$ cat src/hw/rtl/bth_ram.sv
// ---------------------------------------------------------------------------
// bth_ram
// Generic single-port-write, single-read RAM with registered read data.
// ---------------------------------------------------------------------------
module bth_ram #(
  parameter int unsigned Width = 8,
  parameter int unsigned Depth = 16
) (
  input  logic                     clk_i,
  input  logic                     we_i,
  input  logic [$clog2(Depth)-1:0] waddr_i,
  input  logic [Width-1:0]         wdata_i,
  input  logic [$clog2(Depth)-1:0] raddr_i,
  output logic [Width-1:0]         rdata_o
);

  logic [Width-1:0] mem_q [Depth];

  always_ff @(posedge clk_i) begin
    if (we_i) begin
      mem_q[waddr_i] <= wdata_i;
    end
    rdata_o <= mem_q[raddr_i];
  end

endmodule

$ cat config.mk
export PLATFORM = sky130hd
export DESIGN_NAME = bth_ram
export DESIGN_NICKNAME = d
export VERILOG_FILES = /design/src/hw/rtl/bth_ram.sv
export SDC_FILE = /design/constraint.sdc
export NUM_CORES = 1
export LEC_CHECK = 0
export BUFFER_PORTS_ARGS = -buffer_cell sky130_fd_sc_hd__buf_2
export CAP_MARGIN = 20
export CORE_ASPECT_RATIO = 0.8
export CORE_MARGIN = 4
export CORE_UTILIZATION = 50
export DETAILED_ROUTE_END_ITERATION = 12
export MAX_ROUTING_LAYER = met4
export PLACE_DENSITY = 0.67
export SKIP_LAST_GASP = 1
export SYNTH_ARGS = -nofsm -noshare
export SYNTH_HDL_FRONTEND = slang
export SYNTH_SLANG_ARGS = --single-unit
export TNS_END_PERCENT = 10
$ cat constraint.sdc
create_clock -name clk_i -period 5.55 [get_ports clk_i]
set_clock_uncertainty 0.2 [all_clocks]
set_input_delay 1.11 -clock clk_i [delete_from_list [all_inputs] [get_ports clk_i]]
set_output_delay 1.11 -clock clk_i [all_outputs]
set_load 0.02 [all_outputs]
======== Word level (Yosys, flattened, before mapping) ========
Memories as Yosys holds them, arrays and structs flattened. A register that Yosys moved wholly into a read port is not among the register bits.
Cells that the tools add are included.
cells by class
  add/sub/neg operators ................... 0
  $mul .................................... 0
  divide/modulo/power cells ............... 0
  order comparisons ....................... 0
  equality and inequality tests ........... 0
  shift-type cells ........................ 0
  mux-type cells .......................... 2
  bitwise operators ....................... 0
  reductions and logical operators ........ 0
operators by type and width
  operator          count
  2-to-1 mux 1 bit  2
word-level totals
  register bits ........................... 0
  latch bits .............................. 0
  RAM bits ................................ 128
  memory bits (read-only) ................. 0
  output and inout bits ................... 8
  logic and storage cells ................. 3
  memories ................................ 1
memory list
  name   depth  width  rd ports  clocked after Yosys merged registers in  write ports  RTL line  text
  mem_q  16     8      1         1                                        1            17        logic [Width-1:0] mem_q [Depth];

======== Longest topological paths before layout ========
  depth after elaboration ................. 2
  mapped depth ............................ 5
  gate-level depth less buffers ........... 3

======== Worst setup path before layout ========
No wires, ideal clock.
  path kind ............................... input-to-reg
  start ................................... input waddr_i[2]
  end ..................................... memory mem_q[0][0], enable pin
  arrival time ............................ 2.220 ns
  path slack .............................. 2.747 ns
  stages on the path ...................... 2
  path buffers ............................ 0
  cells stage by stage .................... or3b_2 > nor3_1
RTL lines
  what         RTL line  text
  from (decl)  11        input logic [$clog2(Depth)-1:0] waddr_i,
  to (decl)    17
No word-level cell before the write port.

======== Worst setup path in the final report ========
  start ................................... input waddr_i[2]
  end ..................................... memory mem_q[3][3], enable pin
No word-level cell before the write port.

==> results.md <==
- Crit end category: flop
- CP arrival: 2.38 ns
- Critical Path RT: 5.38 ns
- Syn_area_per_cell: 22.5 um^2
- Final hold vios: 0
- Post-synth net total: 247
- Asr flop ratio synth: 0
- Hold_ws: 0.478 ns
- Number of remaining DRC errors: 0
- Clock root buffer: clkbuf_16
- WL final: 9380 um
- Io pins: 26
- P_leak: 2.04 nW
- Status: complete, no violations
- Comb pwr share: 0.044
- Die height: 98.8 um
- Measured slew at the worst slew-check pin: 1.03 ns
- Post-cts hold buffer count: 0
- Switching power of the nets: 0.000455 W
- Clock buffer count from CTS: 17
- Htree depth: 4
- Setup Total Neg Slack: 0 ns
- CP Max Fanout: 8
- Syn. warnings: 0
- Predominant post-synthesis flop cell: edfxtp_1
- Cell area after synthesis: 5150 um^2
- First-pass GRT wire length: 14400 um
- Max frequency: 392 MHz
- Slew HR: 0.310
- Initial antenna violation count: 0
- Post-CTS sizing: 0
- Initial DRC Count: 260
- # fillers: 722
- Critical path startpoint category: input pin
- Clock transition at the registers of the reported paths: 0.05 ns
- Cell variety after synth: 19
- Largest net degree at the start of global routing: 33
- FF+latch area: 4000 um^2
- Post-synth top area share: 0.747
- Detail Route Antenna Nets: 0
- Area contributors post-synth: edfxtp_1 75%, mux4_2 7.9%, mux4_1 7.1%
- Vias after detailed routing: 2401
- Via density: 5.76
- Final period util: 0.460
- Clk buf depth: 2
- Final Non-Filler Cells: 417
- Routed len/inst: 22.5 um
- Layout area overhead: 17.5%
- RePlAce Congestion: 0.729
- Post-CTS Setup Inserts: 0
- Total congestion overflow: 0
- Fin nets: 286
- Post-synth EDFFs: 128
- PwrDens: 406 nW/um^2
- Die width: 121 um
- Power share of the clock group: 0.485
- Sw Share: 0.185
- CTS tree: yes
- Sequential cell area fraction in the yosys report: 0.778
- Register bit total from synthesis: 136
- Die area: 12000 um^2
- Post-Syn Instances: 229
- Final min period: 2.55 ns
- Cell row count: 32
- Unrepaired setup endpoints after global routing: false
- Multi-input logic area: 1060 um^2
- Worst skew pair latency: 0.41 ns
- VDD IR max: 0.000356 V
- HPWL Detailed: 5890 um
- Dpl cells: 384
- Vias in the first global route: 2413
- Synth cell count leaders: 128 x edfxtp_1, 18 x mux4_2, 16 x a22oi_1
- Max Transition Viols Final: 0
- Final setup fails: 0
- Internal power: 0.00200 W
- Tot Pwr: 0.00246 W
- Drt pass-1 iters: 5
- Global Route Usage Sum: 0.177
- Crit Path Class: input pin to flop
- Hold/Removal Path Class: flop to flop
- # diodes: 0
- Initial Util: 0.523
- Buffers added on ports: 25
- Most frequent cell after synthesis: edfxtp_1
- Sequential power share: 0.471
- Top cell type by total area after synthesis: edfxtp_1
- Clock Sinks: 136
- Core ar.: 9850 um^2
- Max-Cap Viols: 0
- Share of post-route cells with drive strength above 1: 0.281
-- metal layers --
layer	GRT usage	wire length, um
met5	-	0
met4	0.0543	38
met1	0.259	4310
met2	0.238	4360
met3	0.0608	666
-- sequential cells by signal (all words and copies together), names as in the netlist --
name	flops
mem_q	128
rdata_o	8
-- final cells by class --
type | instances | area share
Sequential cell | 136 | 0.662
Multi-Input combinational cell | 83 | 0.175
Clock buffer | 24 | 0.0830
Timing Repair Buffer | 30 | 0.0286
Tap cell | 136 | 0.0281
Clock inverter | 8 | 0.0232
-- power groups by stage --
stage	sequential [W]	clock, W	combinational, W
floorplan	0.00118	0	0.0000583
global placement	0.00118	0	0.000105
detailed placement	0.00118	0	0.000108
CTS	0.00116	0.00121	0.000108
global route	0.00116	0.00126	0.000118
finish	0.00116	0.00119	0.000108
-- logic make-up (layout without fill, tap and decap cells) --
| group | Yosys count | in the layout | share of synthesized area |
|---|---|---|---|
| flops | 136 | 136 | 0.778 |
| simple gates | 35 | 35 | 0.0318 |
| mux | 32 | 32 | 0.150 |
| compound gates | 16 | 16 | 0.0233 |
| buf+inv | 10 | 62 | 0.0168 |
-- stage by stage --
step / worst slack, ns / utilization / instance area (um^2)
6_report: 3.00 / 0.614 / 6050
5_1_grt: 2.91 / 0.614 / 6050
4_1_cts: 2.70 / 0.612 / 6030
3_5_place_dp: 2.26 / 0.547 / 5380
3_3_place_gp: 2.18 / 0.546 / 5380
2_1_floorplan: 2.75 / - / 5150
-- critical path, cell delays in order --
cell    delay, ns
buf_2        0.11
or3b_2       0.50
nor2_1       0.66
-- cells in the final DEF, fill, tap and decap left out --
| cell type | instances |
|---|---|
| a22oi_1 | 16 |
| and2_1 | 1 |
| and2b_1 | 1 |
| buf_12 | 1 |
| buf_2 | 26 |
| buf_4 | 3 |
| bufinv_16 | 4 |
| clkbuf_1 | 2 |
| clkbuf_16 | 17 |
| clkbuf_8 | 5 |
| clkinv_2 | 4 |
| dfxtp_1 | 8 |
| edfxtp_1 | 128 |
| mux4_1 | 14 |
| mux4_2 | 18 |
| nand2_1 | 9 |
| nand2b_1 | 2 |
| nand3_1 | 1 |
| nand3b_1 | 2 |
| nor2_1 | 13 |
| nor2b_1 | 1 |
| nor3_1 | 4 |
| or3b_2 | 1 |
-- path summary, 6_finish.rpt --
kind / from / to / slack [ns] / cells past startpoint
max: waddr_i[2] / mem_q[3][3]$_DFFE_PP_ / 3.00 / 3
min: mem_q[6][7]$_DFFE_PP_ / rdata_o[7]$_DFF_P_ / 0.48 / 3
max reg2reg: mem_q[11][7]$_DFFE_PP_ / rdata_o[7]$_DFF_P_ / 4.02 / 3
min reg2reg: mem_q[6][7]$_DFFE_PP_ / rdata_o[7]$_DFF_P_ / 0.48 / 3
Power figures use the tool's default switching activity.
